[src/hw/rtl/lsbp_pkg.sv]
`timescale 1ns / 1ps
`default_nettype none
// ----------------------------------------------------------------------------
// LED strand bit-plane packer: shared types and constants
// Payload structs, command codes, queue entry format and state encodings.
// ----------------------------------------------------------------------------
package lsbp_pkg;

    localparam logic [7:0] CMD_BEGIN  = 8'h42;
    localparam logic [7:0] CMD_END    = 8'h45;
    localparam logic [7:0] CMD_STRAND = 8'h53;
    localparam logic [7:0] FRAME_MARK = 8'h2A;

    localparam logic [1:0] KIND_BEGIN = 2'd0;
    localparam logic [1:0] KIND_END   = 2'd1;
    localparam logic [1:0] KIND_BYTE  = 2'd2;

    localparam int PARSE_W = 17;
    localparam logic [PARSE_W-1:0] PARSE_MAX = '1;

    localparam int STRAND_FW    = 6;
    localparam int ADDR_FW      = 16;
    localparam int LENGTH_FW    = 16;
    localparam int STRAND_SUM_W = 7;
    localparam int QUEUE_DEPTH  = 4;

    localparam int CFG_IDX_W  = 1;
    localparam int CFG_DATA_W = 5;
    localparam logic [CFG_IDX_W-1:0] CFG_FIRST_STRAND = 1'b0;
    localparam logic [CFG_IDX_W-1:0] CFG_LAST_STRAND  = 1'b1;

    typedef enum logic [2:0] {
        OP_BEGIN,
        OP_END,
        OP_WRITE,
        OP_SETLEN,
        OP_PULL
    } op_kind_t;

    typedef enum logic [1:0] {
        PH_0,
        PH_1,
        PH_2
    } triple_phase_t;

    typedef enum logic {
        BK_IDLE,
        BK_GATHER
    } back_state_t;

    typedef struct packed {
        logic       action;
        logic [7:0] packet_byte;
        logic       packet_first;
    } in_t;

    typedef struct packed {
        logic [1:0] out_kind;
        logic [7:0] out_byte;
        logic       out_last;
    } out_t;

    typedef struct packed {
        op_kind_t               kind;
        logic [STRAND_FW-1:0]   strand;
        logic [ADDR_FW-1:0]     addr;
        logic [LENGTH_FW-1:0]   length;
        logic [7:0]             data;
    } op_t;

    typedef struct packed {
        logic                  we;
        logic [CFG_IDX_W-1:0]  index;
        logic [CFG_DATA_W-1:0] data;
    } cfg_wr_t;

endpackage
`default_nettype wire

[src/hw/rtl/lsbp_fifo.sv]
`timescale 1ns / 1ps
`default_nettype none
// ----------------------------------------------------------------------------
// LED strand bit-plane packer: operation queue
// Short first-in first-out buffer between the parser and the execution side.
// ----------------------------------------------------------------------------
module lsbp_fifo (
    input  wire             aclk,
    input  wire             aresetn,
    input  wire             push,
    input  lsbp_pkg::op_t   push_entry,
    output logic            full,
    input  wire             pop,
    output logic            head_valid,
    output lsbp_pkg::op_t   head
);
    import lsbp_pkg::*;

    localparam int PTR_W = $clog2(QUEUE_DEPTH);

    op_t              slot_reg [QUEUE_DEPTH];
    logic [PTR_W-1:0] wr_ptr_reg, wr_ptr_next;
    logic [PTR_W-1:0] rd_ptr_reg, rd_ptr_next;
    logic [PTR_W:0]   count_reg, count_next;

    assign full       = count_reg == (PTR_W + 1)'(QUEUE_DEPTH);
    assign head_valid = count_reg != '0;
    assign head       = slot_reg[rd_ptr_reg];

    always_comb begin
        wr_ptr_next = push ? wr_ptr_reg + PTR_W'(1) : wr_ptr_reg;
        rd_ptr_next = pop ? rd_ptr_reg + PTR_W'(1) : rd_ptr_reg;
        count_next  = count_reg;
        if (push && !pop) begin
            count_next = count_reg + (PTR_W + 1)'(1);
        end else if (pop && !push) begin
            count_next = count_reg - (PTR_W + 1)'(1);
        end
    end

    always_ff @(posedge aclk) begin
        if (!aresetn) begin
            wr_ptr_reg <= '0;
            rd_ptr_reg <= '0;
            count_reg  <= '0;
        end else begin
            wr_ptr_reg <= wr_ptr_next;
            rd_ptr_reg <= rd_ptr_next;
            count_reg  <= count_next;
        end
    end

    always_ff @(posedge aclk) begin
        if (push) begin
            slot_reg[wr_ptr_reg] <= push_entry;
        end
    end

endmodule
`default_nettype wire

[config.mk]
export PLATFORM = sky130hd
export DESIGN_NAME = lsbp_fifo
export DESIGN_NICKNAME = d
export VERILOG_FILES = /design/src/hw/rtl/lsbp_pkg.sv /design/src/hw/rtl/lsbp_fifo.sv
export SDC_FILE = /design/constraint.sdc
export NUM_CORES = 1
export LEC_CHECK = 0
export ABC_AREA = 1
export BUFFER_PORTS_ARGS = -buffer_cell sky130_fd_sc_hd__buf_2
export CELL_PAD_IN_SITES_DETAIL_PLACEMENT = 1
export CELL_PAD_IN_SITES_GLOBAL_PLACEMENT = 1
export CORE_MARGIN = 3
export CORE_UTILIZATION = 47
export DETAILED_ROUTE_END_ITERATION = 12
export HOLD_SLACK_MARGIN = 0.02
export PLACE_DENSITY_LB_ADDON = 0.1
export REMOVE_ABC_BUFFERS = 1
export SLEW_MARGIN = 40
export SYNTH_ARGS = -nofsm -noshare
export SYNTH_HDL_FRONTEND = slang
export SYNTH_SLANG_ARGS = --single-unit
[constraint.sdc]
create_clock -name aclk -period 2.3 [get_ports aclk]
set_input_delay 0.46 -clock aclk [delete_from_list [all_inputs] [get_ports aclk]]
set_output_delay 0.46 -clock aclk [all_outputs]
set_load 0.01 [all_outputs]
==> impl_metrics.env <==
export IMPL_status="finished, final reports clean"
export IMPL_num_rows=46
export IMPL_grt_max_degree=60
export IMPL_finClkSkew_ns=0.0131
export IMPL_layout_cells_non_filler=885
export IMPL_holdBufCountCts=0
export IMPL_area_delta_synth_final_pct=20.7
export IMPL_initial_core_util=0.483
export IMPL_worstSkewPairLatency_ns=0.50
export IMPL_max_cap_viol_count=0
export IMPL_netlist_area_um2=7700
export IMPL_io_buffers=103
export IMPL_gp_congestion=0.734
export IMPL_antenna_left=0
export IMPL_syn_avg_cell_area_um2=14.5
export IMPL_fmax_ghz=0.442
export IMPL_end_kind="output port"
export IMPL_ys_seq_elements=205
export IMPL_fin_crit_ns=2.26
export IMPL_place_hpwl_um=10600
export IMPL_coreArea_um2=15900
export IMPL_worstPathArrival_ns=1.80
export IMPL_multi_input_area_um2=1380
export IMPL_cts_tree="built"
export IMPL_drcViolationCount=0
export IMPL_dp_cells=838
export IMPL_ys_seq_area_frac=0.787
export IMPL_vias=4887
export IMPL_fill_cells=1597
export IMPL_grt_usage=0.200
export IMPL_synth_cell_types=21
export IMPL_grt_pass1_wl_um=28200
export IMPL_grt_overflow_total=0
export IMPL_crit_type="flop to output port"
export IMPL_hold_viol=0
export IMPL_vias_per_cell=5.52
export IMPL_period_share=0.983
export IMPL_htree_num_levels=1
export IMPL_ys_warnings_count=0
export IMPL_rsz0062_at_grt="yes"
export IMPL_clockBufferDepth=3
export IMPL_drtIter0Drc=401
export IMPL_worst_pin_slew_ns=0.516
export IMPL_dieHeight_um=134
export IMPL_slew_headroom=0.656
export IMPL_power_leakage_nw=3.34
export IMPL_clock_sinks=205
export IMPL_drt_pass1_iter_count=4
export IMPL_holdPathStages=1
export IMPL_hold_class="input pin to flop"
export IMPL_ios=104
export IMPL_maxSlewViolCount=0
export IMPL_r2r_cells=5
export IMPL_regArea_um2=6070
export IMPL_start_kind="flop"
export IMPL_synthCells=533
export IMPL_irDropWorstVdd_uv=497
export IMPL_drt_wl_total_um=19600
export IMPL_cts_buffers=22
export IMPL_setup_viol=0
export IMPL_die_area_um2=18000
export IMPL_clkTransAtPathRegs_ns=0.06
export IMPL_die_w_um=134
export IMPL_utilization=0.584
export IMPL_grt_pass1_vias=5157
export IMPL_cts_root_buf="clkbuf_16"
export IMPL_largest_reg_flops=196
export IMPL_wire_per_inst_um=22.1
export IMPL_nNetsFinal=712
export IMPL_powerDensity_nw_per_um2=906
export IMPL_critPathMaxFanout=12
export IMPL_drive_gt1_frac=0.246
export IMPL_antenna_found_initial=1
export IMPL_crit_required_ns=1.84
-- logic make-up after synthesis --
kind of cell             after synthesis  synth area share
AO/OA/AOI/OAI                        157             0.110
adder cells (fa/ha/maj)                6            0.0107
buffers and inverters                 48            0.0344
flip-flops                           205             0.787
AND/OR/NAND/NOR                      117            0.0576
-- per-stage QoR --
| stage | total power, mW | setup TNS, ns | worst slack [ns] | cell area (um^2) | hold slack [ns] |
|---|---|---|---|---|---|
| 2_1_floorplan | 4.76 | -39.32 | -0.805 | 7510 | 0.412 |
| 3_3_place_gp | 5.12 | 0 | 0.464 | 8450 | 0.442 |
| 3_5_place_dp | 5.17 | 0 | 0.392 | 8450 | 0.451 |
| 4_1_cts | 8.45 | 0 | 0.00449 | 9170 | 0.160 |
| 5_1_grt | 8.78 | -0.394 | -0.0309 | 9300 | 0.166 |
| 6_report | 8.43 | 0 | 0.0390 | 9300 | 0.174 |
-- worst paths after layout --
check / to / startpoint / slack, ns
setup / recovery: head[9] / flop / 0.04
hold / removal: slot_reg[0][42] / push_entry[42] / 0.17
setup reg to reg: slot_reg[0][18] / wr_ptr_reg[0] / 0.73
hold reg to reg: flop / rd_ptr_reg[1] / 0.46
-- cells in the final DEF (no fill, tap or decap), drive strengths merged --
cell type  count
o21ai        104
ha             5
nor3           1
clkinv         4
dfxtp          9
nor2         104
edfxtp       196
nand4          1
clkbuf        38
a21oi          4
diode          1
nand2         10
fa             1
nand3          1
inv           17
buf          124
o22ai         49
-- Yosys cell counts (all sizes together) --
| cell type | instances | area [um^2] |
|---|---|---|
| nand2 | 10 | 37.5 |
| buf | 21 | 154 |
| ha | 5 | 62.6 |
| fa | 1 | 20.0 |
| dfxtp | 9 | 180 |
| nand4 | 1 | 6.26 |
| clkbuf | 10 | 42.5 |
| o22ai | 49 | 307 |
| a21oi | 4 | 20.0 |
| nor2 | 104 | 390 |
| nor3 | 1 | 5.00 |
| o21ai | 104 | 521 |
| nand3 | 1 | 5.00 |
| inv | 17 | 68.8 |
| edfxtp | 196 | 5890 |
-- critical path, cell delays in order, from the launching register on --
cell,delay (ns)
dfxtp_4,0.48
buf_12,0.17
clkbuf_16,0.18
o21ai_0,0.11
o22ai_1,0.19
buf_2,0.16
-- cell type report --
class                           instances  area share
Antenna cell                            1    0.000269
Clock buffer                           36      0.0703
Clock inverter                          3     0.00148
Inverter                               17     0.00995
Multi-Input combinational cell        280       0.148
Sequential cell                       205       0.653
Tap cell                              216      0.0291
Timing Repair Buffer                  126      0.0868
Timing Repair inverter                  1     0.00121
-- routing by layer --
| metal | routed length (um) | global-route usage | vias to the layer above | share of wire |
|---|---|---|---|---|
| li1 | - | - | 2229 | - |
| met1 | 8130 | 0.259 | 2487 | 0.42 |
| met2 | 10100 | 0.353 | 134 | 0.52 |
| met3 | 886 | 0.0323 | 37 | 0.045 |
| met4 | 460 | 0.0577 | 0 | 0.024 |
| met5 | 0 | 0 | - | 0 |
-- power by group --
group	internal [mW]	switching, mW
logic	0.295	0.546
clock network	1.93	1.34
registers	4.26	0.0566
-- timing repair --
item	in CTS	in global routing
buffers inserted	0	2
endpoints found under the hold margin	0	0
cloned	1	4
gates resized for setup	6	11
setup endpoints to repair	25	30
Power figures use the tool's default switching activity.
