**src/hw/rtl/lsbp_pkg.sv**
```systemverilog
`timescale 1ns / 1ps
`default_nettype none
// ----------------------------------------------------------------------------
// LED strand bit-plane packer: shared types and constants
// Payload structs, command codes, queue entry format and state encodings.
// ----------------------------------------------------------------------------
package lsbp_pkg;

    localparam logic [7:0] CMD_BEGIN  = 8'h42;
    localparam logic [7:0] CMD_END    = 8'h45;
    localparam logic [7:0] CMD_STRAND = 8'h53;
    localparam logic [7:0] FRAME_MARK = 8'h2A;

    localparam logic [1:0] KIND_BEGIN = 2'd0;
    localparam logic [1:0] KIND_END   = 2'd1;
    localparam logic [1:0] KIND_BYTE  = 2'd2;

    localparam int PARSE_W = 17;
    localparam logic [PARSE_W-1:0] PARSE_MAX = '1;

    localparam int STRAND_FW    = 6;
    localparam int ADDR_FW      = 16;
    localparam int LENGTH_FW    = 16;
    localparam int STRAND_SUM_W = 7;
    localparam int QUEUE_DEPTH  = 4;

    localparam int CFG_IDX_W  = 1;
    localparam int CFG_DATA_W = 5;
    localparam logic [CFG_IDX_W-1:0] CFG_FIRST_STRAND = 1'b0;
    localparam logic [CFG_IDX_W-1:0] CFG_LAST_STRAND  = 1'b1;

    typedef enum logic [2:0] {
        OP_BEGIN,
        OP_END,
        OP_WRITE,
        OP_SETLEN,
        OP_PULL
    } op_kind_t;

    typedef enum logic [1:0] {
        PH_0,
        PH_1,
        PH_2
    } triple_phase_t;

    typedef enum logic {
        BK_IDLE,
        BK_GATHER
    } back_state_t;

    typedef struct packed {
        logic       action;
        logic [7:0] packet_byte;
        logic       packet_first;
    } in_t;

    typedef struct packed {
        logic [1:0] out_kind;
        logic [7:0] out_byte;
        logic       out_last;
    } out_t;

    typedef struct packed {
        op_kind_t               kind;
        logic [STRAND_FW-1:0]   strand;
        logic [ADDR_FW-1:0]     addr;
        logic [LENGTH_FW-1:0]   length;
        logic [7:0]             data;
    } op_t;

    typedef struct packed {
        logic                  we;
        logic [CFG_IDX_W-1:0]  index;
        logic [CFG_DATA_W-1:0] data;
    } cfg_wr_t;

endpackage
`default_nettype wire

```
**src/hw/rtl/lsbp_front.sv**
```systemverilog
`timescale 1ns / 1ps
`default_nettype none
// ----------------------------------------------------------------------------
// LED strand bit-plane packer: packet parser
// Accepts input items, tracks packet framing and turns each item into at most
// one operation for the execution side.
// ----------------------------------------------------------------------------
module lsbp_front #(
    parameter int MAX_STRAND_COUNT = 16,
    parameter int STRAND_BYTES     = 2048
) (
    input  wire             aclk,
    input  wire             aresetn,
    input  wire             s_valid,
    output logic            s_ready,
    input  lsbp_pkg::in_t   s_payload,
    input  wire             q_full,
    output logic            q_push,
    output lsbp_pkg::op_t   q_entry
);
    import lsbp_pkg::*;

    localparam logic [PARSE_W-1:0] IDX_STRAND  = PARSE_W'(1);
    localparam logic [PARSE_W-1:0] IDX_LEN_LO  = PARSE_W'(2);
    localparam logic [PARSE_W-1:0] IDX_LEN_HI  = PARSE_W'(3);
    localparam logic [PARSE_W-1:0] IDX_PAYLOAD = PARSE_W'(4);
    localparam logic [PARSE_W-1:0] SB_LIMIT    = PARSE_W'(STRAND_BYTES);
    localparam logic [7:0]         STRAND_LIM  = 8'(MAX_STRAND_COUNT - 1);

    logic [PARSE_W-1:0]   parse_idx_reg, parse_idx_next;
    logic [7:0]           cmd_reg, cmd_next;
    logic [7:0]           strand_reg, strand_next;
    logic [15:0]          len_reg, len_next;
    triple_phase_t        phase_reg, phase_next;

    logic                 accept;
    logic                 strand_ok;
    logic [PARSE_W-1:0]   offset;
    logic [PARSE_W-1:0]   plen_ext;
    logic [PARSE_W-1:0]   wr_addr;
    logic                 wr_ok;
    logic [15:0]          len_full;
    logic [15:0]          len_sat;

    assign s_ready   = !q_full;
    assign accept    = s_valid && !q_full;
    assign strand_ok = strand_reg < STRAND_LIM;
    assign offset    = parse_idx_reg - IDX_PAYLOAD;
    assign plen_ext  = PARSE_W'(len_reg);
    assign len_full  = {s_payload.packet_byte, len_reg[7:0]};
    assign len_sat   = (PARSE_W'(len_full) < SB_LIMIT) ? len_full : 16'(STRAND_BYTES);

    // The first two bytes of each triple trade places when both are present.
    always_comb begin
        wr_addr = offset;
        unique case (phase_reg)
            PH_0: begin
                if (offset + PARSE_W'(1) < plen_ext) begin
                    wr_addr = offset + PARSE_W'(1);
                end
            end
            PH_1: begin
                wr_addr = offset - PARSE_W'(1);
            end
            default: begin
                wr_addr = offset;
            end
        endcase
    end

    assign wr_ok = strand_ok && (offset < plen_ext) && (offset < SB_LIMIT)
                   && (wr_addr < SB_LIMIT);

    always_comb begin
        parse_idx_next = parse_idx_reg;
        cmd_next       = cmd_reg;
        strand_next    = strand_reg;
        len_next       = len_reg;
        phase_next     = phase_reg;
        q_push         = 1'b0;
        q_entry.kind   = OP_PULL;
        q_entry.strand = strand_reg[STRAND_FW-1:0];
        q_entry.addr   = wr_addr[ADDR_FW-1:0];
        q_entry.length = len_sat;
        q_entry.data   = s_payload.packet_byte;
        if (accept) begin
            if (s_payload.action) begin
                q_push       = 1'b1;
                q_entry.kind = OP_PULL;
            end else if (s_payload.packet_first) begin
                parse_idx_next = IDX_STRAND;
                cmd_next       = s_payload.packet_byte;
                phase_next     = PH_0;
                if (s_payload.packet_byte == CMD_BEGIN) begin
                    q_push       = 1'b1;
                    q_entry.kind = OP_BEGIN;
                end else if (s_payload.packet_byte == CMD_END) begin
                    q_push       = 1'b1;
                    q_entry.kind = OP_END;
                end
            end else begin
                if (cmd_reg == CMD_STRAND) begin
                    if (parse_idx_reg == IDX_STRAND) begin
                        strand_next = s_payload.packet_byte;
                    end else if (parse_idx_reg == IDX_LEN_LO) begin
                        len_next = {len_reg[15:8], s_payload.packet_byte};
                    end else if (parse_idx_reg == IDX_LEN_HI) begin
                        len_next = len_full;
                        if (strand_ok) begin
                            q_push       = 1'b1;
                            q_entry.kind = OP_SETLEN;
                        end
                    end else if (parse_idx_reg >= IDX_PAYLOAD) begin
                        if (wr_ok) begin
                            q_push       = 1'b1;
                            q_entry.kind = OP_WRITE;
                        end
                        unique case (phase_reg)
                            PH_0:    phase_next = PH_1;
                            PH_1:    phase_next = PH_2;
                            default: phase_next = PH_0;
                        endcase
                    end
                end
                if (parse_idx_reg != PARSE_MAX) begin
                    parse_idx_next = parse_idx_reg + PARSE_W'(1);
                end
            end
        end
    end

    always_ff @(posedge aclk) begin
        if (!aresetn) begin
            parse_idx_reg <= '0;
            cmd_reg       <= '0;
            strand_reg    <= '0;
            len_reg       <= '0;
            phase_reg     <= PH_0;
        end else begin
            parse_idx_reg <= parse_idx_next;
            cmd_reg       <= cmd_next;
            strand_reg    <= strand_next;
            len_reg       <= len_next;
            phase_reg     <= phase_next;
        end
    end

endmodule
`default_nettype wire

```
**config.mk**
```make
export PLATFORM = sky130hd
export DESIGN_NAME = lsbp_front
export DESIGN_NICKNAME = d
export VERILOG_FILES = /design/src/hw/rtl/lsbp_pkg.sv /design/src/hw/rtl/lsbp_front.sv
export SDC_FILE = /design/constraint.sdc
export NUM_CORES = 1
export LEC_CHECK = 0
export BUFFER_PORTS_ARGS = -buffer_cell sky130_fd_sc_hd__buf_2
export CAP_MARGIN = 15
export CORE_ASPECT_RATIO = 2
export CORE_MARGIN = 3
export CORE_UTILIZATION = 45
export CTS_CLUSTER_DIAMETER = 120
export DETAILED_ROUTE_END_ITERATION = 8
export GPL_ROUTABILITY_DRIVEN = 0
export HOLD_SLACK_MARGIN = 0.12
export PLACE_DENSITY = 0.65
export REMOVE_ABC_BUFFERS = 1
export SLEW_MARGIN = 10
export SYNTH_ARGS = -nofsm -noshare
export SYNTH_HDL_FRONTEND = slang
export SYNTH_SLANG_ARGS = --single-unit
export TNS_END_PERCENT = 20
```
**constraint.sdc**
```tcl
create_clock -name aclk -period 13.3 [get_ports aclk]
set_input_delay 0.665 -clock aclk [delete_from_list [all_inputs] [get_ports aclk]]
set_output_delay 0.665 -clock aclk [all_outputs]
set_load 0.1 [all_outputs]
```
==> out/summary.md <==
The run finished with clean final reports. Setup repair after global routing left no endpoint under its margin. TritonCTS built the clock tree.

At the end of the flow, the number of nets in the layout was 678. The longest clock path from root to sink contains 2 buffers. The analysis attributes to net switching a power of 95.9 uW. Setup slack on the critical path of the routed design comes to 6.35 ns. Of all nets on the critical path, the largest fanout is 18. After the first detailed-routing iteration, the DRC count stood at 350. The first global-routing pass estimated 21.6 mm of wire.

OpenSTA, run right after detailed placement, puts the worst setup slack at 6.76 ns. The via count of the first global-routing pass was 4,193; the number of buffers added by the clock tree synthesis step was 5. For the sequential-to-total area share from yosys stat, the log shows 21.8%.

Across the run, the number of max-cap violations was 0. The detail route stage leaves a number of antenna-violating nets equal to 0. Data on the critical path arrives at its endpoint at 6.28 ns. The number of vias in the routed layout was 4,427; the routed length per placed instance was 18.1 um. The clock arrives with 0.00733 ns of skew.

The die covers 0.0117 mm^2. The half-perimeter wire length after placement is 11.0 mm, and the post-synthesis instance total is 601. The share of total power dissipated in the clock network is 42.2%. The placed instances occupy a cell area of 0.00491 mm^2. The aggregate global-route resource usage is 23.4%, and the final cycle utilization of the critical path is 52.3%.

The number of synthesized flops with an enable pin was 0; the count of instances resized after the clock tree is built was 0. STA classifies the critical path endpoint as an output port. The run gives 10.8% as the part of the total power dissipated in combinational logic.

Sorting the synthesized cells by area gives the leading types as dfxtp_1 22%, ha_1 11%, xnor2_1 6.0%. Final hold violation count: 0. STA classifies the critical path startpoint as a flop. By count the netlist is led by 54 x nand2_1, 51 x dfxtp_1, 42 x nor2_1, 40 x ha_1, 40 x inv_1. A synthesized cell averages 7.79 um^2.

In this run the power density over the cells is 64.6 mW/mm^2. The insertion delay to the later sink of the worst-skew pair is 0.30 ns, and the number of fill cells in the layout is 1,037. Once layout is done, the placed cells without fillers occupy 0.00506 mm^2. The run gives 5 as the number of detailed-routing iterations run before antenna repair. Buffer cell driving the clock tree root: clkbuf_16. The effective utilization at floorplan came out at 46.1%. Entering global routing, the biggest net connects 40 pins. Based on the critical path, the design can be clocked at up to 144 MHz. Traced cell by cell, the critical path runs through inv_1 -> ha_1 -> nor3b_2 -> mux2i_1 -> a22oi_2 -> nor4_4 -> mux2_2 -> o22ai_1 -> xnor2_1 -> ha_1 -> a21o_1 -> a21oi_1 -> nand4_1 -> a2111oi_4 -> a221oi_2 -> or4_4 -> a31oi_1 -> buf_2.

Dividing the detail-routed via count by the number of cells gives 5.83. Yosys printed 0 warnings. The number of flip-flops in the largest register is 17, and the maximum level of the CTS H-tree is 2.

Number of antenna violations at the first check in global routing: 0. Most frequently used cell type in the post-synthesis netlist: nand2_1. The run gives 0.00468 mm^2 as the cell area after synthesis. Overall power consumption after layout is estimated at 327 uW.

Row generation in the floorplan step produced 52 rows. Setup violations remaining at the end of the flow were counted as 0. The logs give 38.4% for the relative slew slack and 0 for the buffer count from post-CTS setup fixing. The worst path in the final design needs a cycle of 6.95 ns, including I/O delays and setup. Of all flip-flops after synthesis, the portion carrying an async set or reset was 0%. The logs give 760 for the post-layout instance count excluding filler cells and 51 for the number of sinks on the clock net. The cell total after placement is 752, and the number of input and output port buffers inserted is 60.

Setup total negative slack on the finished layout was measured at 0 ns. The total routed wirelength was 13.7 mm. Critical-path cell with the highest stage delay: or4_4.

Dominant cell type by area after synthesis: dfxtp_1. The worst reg-to-reg setup slack was 9.78 ns; the maximum single-stage delay on the critical path was 0.62 ns. For this design, the CTS-stage hold fixing added 0 buffers. The switching power share of the total was 29.3%.

The synthesized design contains 51 register bits. Among cell families on the critical path, the largest total delay comes from simple AND/OR/NAND/NOR gates. The number of distinct standard cells referenced by the synthesized netlist came out at 72. The die is 150 um tall. The required time at the worst-slack endpoint came out at 12.64 ns. The path class of the tightest hold or removal check is reg2reg. Across the VDD grid, the largest voltage drop is 0.0701 mV. The max-slew violation count was 0. Among the stages of the critical path, the cell type that occurs most often is ha_1.

For the pin with the worst max-slew slack, the measured transition is 0.917 ns. Most used flip-flop cell after synthesis: dfxtp_1. After clock tree synthesis, the clock-pin slew on the worst setup and hold paths is 0.08 ns. The layout overhead on the synthesized area came out at 8.24%.

In this run, flip-flops and latches consume 47.0% of the power. The run gives 0.0101 mm^2 as the area of the core region. The die span in x works out to 78.1 um. After global routing the overflow that remains totals 0. After synthesis, the largest area contributor takes up 21.8% of total cell area.

The run gives 0 as the DRC violations left. Summed over all cells, the static leakage comes to 1.92 nW. Internal power comes to 231 uW. The critical path contains buffers and inverters numbering 2 combined. Count of antenna diodes in the layout: 0. In the final layout, the share of cells above drive strength 1 is 14.6%.

The startpoint-to-endpoint class of the critical path is reg2out. For the number of top-level pins, the log shows 65.
==> cells in the final DEF (no fill, tap or decap), types with 3 or more instances in the layout <==
cell type	instances
ha_1	40
nor3_1	15
o211ai_1	3
mux2i_1	27
nor3b_1	3
buf_2	60
a31oi_1	4
or2_2	4
nand3_1	17
xor2_1	13
a22oi_1	7
inv_1	40
or3_1	7
nor2b_1	34
o22ai_1	4
nor4_1	7
xnor2_1	32
o21a_1	3
a21boi_0	9
and2_1	7
a21oi_1	29
or4_1	8
a21o_1	5
nand2_1	54
nand4_1	12
clkbuf_16	5
nand3b_1	3
dfxtp_1	51
o21ai_0	22
conb_1	4
nor2_1	42
==> power by group through the flow <==
stage	registers [mW]	clock network (mW)	logic, mW
after floorplan	0.157	0	0.0160
after global placement	0.158	0	0.0353
after detailed placement	0.158	0	0.0356
after CTS	0.154	0.141	0.0356
after global routing	0.154	0.145	0.0372
final	0.154	0.138	0.0354
==> routing by layer <==
layer | global-route usage [%] | wire length (um)
met5 | 0 | 0
met4 | 15.3 | 946
met3 | 3.11 | 558
met1 | 24.0 | 4880
met2 | 43.5 | 7340
==> layout make-up <==
type | instances | area, um^2 | area share [%]
Inverter | 41 | 154 | 3.04
Clock inverter | 3 | 28.8 | 0.568
Multi-Input combinational cell | 463 | 3250 | 64.2
Clock buffer | 5 | 125 | 2.47
Tap cell | 135 | 169 | 3.33
Timing Repair Buffer | 62 | 315 | 6.23
Sequential cell | 51 | 1020 | 20.2
==> worst reg2reg max path, cell delays in order, from the launching register on <==
cell and delay [ns]:
dfxtp_1 0.65, nand2_1 0.16, nor2_1 0.26, nand4_1 0.23, or3_1 0.47, nor2_1 0.17
ha_1 0.21, inv_1 0.07, o21ai_0 0.36, nor3_1 0.16, and4_1 0.32, nor2b_1 0.17
xnor2_1 0.13, nor2_1 0.05
==> cell families after synthesis <==
group           Yosys count  share of synthesized area [%]
compound gates          112                           16.4
xor+xnor                 45                           8.42
fa+ha+maj                40                           10.7
buf+inv                  90                           8.93
flops                    51                           21.8
mux                      29                           6.26
other cells               1                         0.0801
simple gates            233                           27.4
==> path summary, 6_finish.rpt <==
| kind | start | endpoint | cells past startpoint |
|---|---|---|---|
| worst max-delay path | parse_idx_reg[2] | q_push | 18 |
| worst min-delay path | cmd_reg[4] | cmd_reg[4] | 2 |
| worst max register to register | parse_idx_reg[6] | parse_idx_reg[15] | 13 |
| worst min register to register | cmd_reg[4] | cmd_reg[4] | 2 |
==> through the flow <==
stage / utilization (%) / hold slack, ns
6_report: 49.9 / 0.466
3_3_place_gp: 48.4 / 0.451
2_1_floorplan: - / 0.438
4_1_cts: 49.9 / 0.470
3_5_place_dp: 48.4 / 0.459
5_1_grt: 49.9 / 0.498
(Power assumes the default switching activity.)
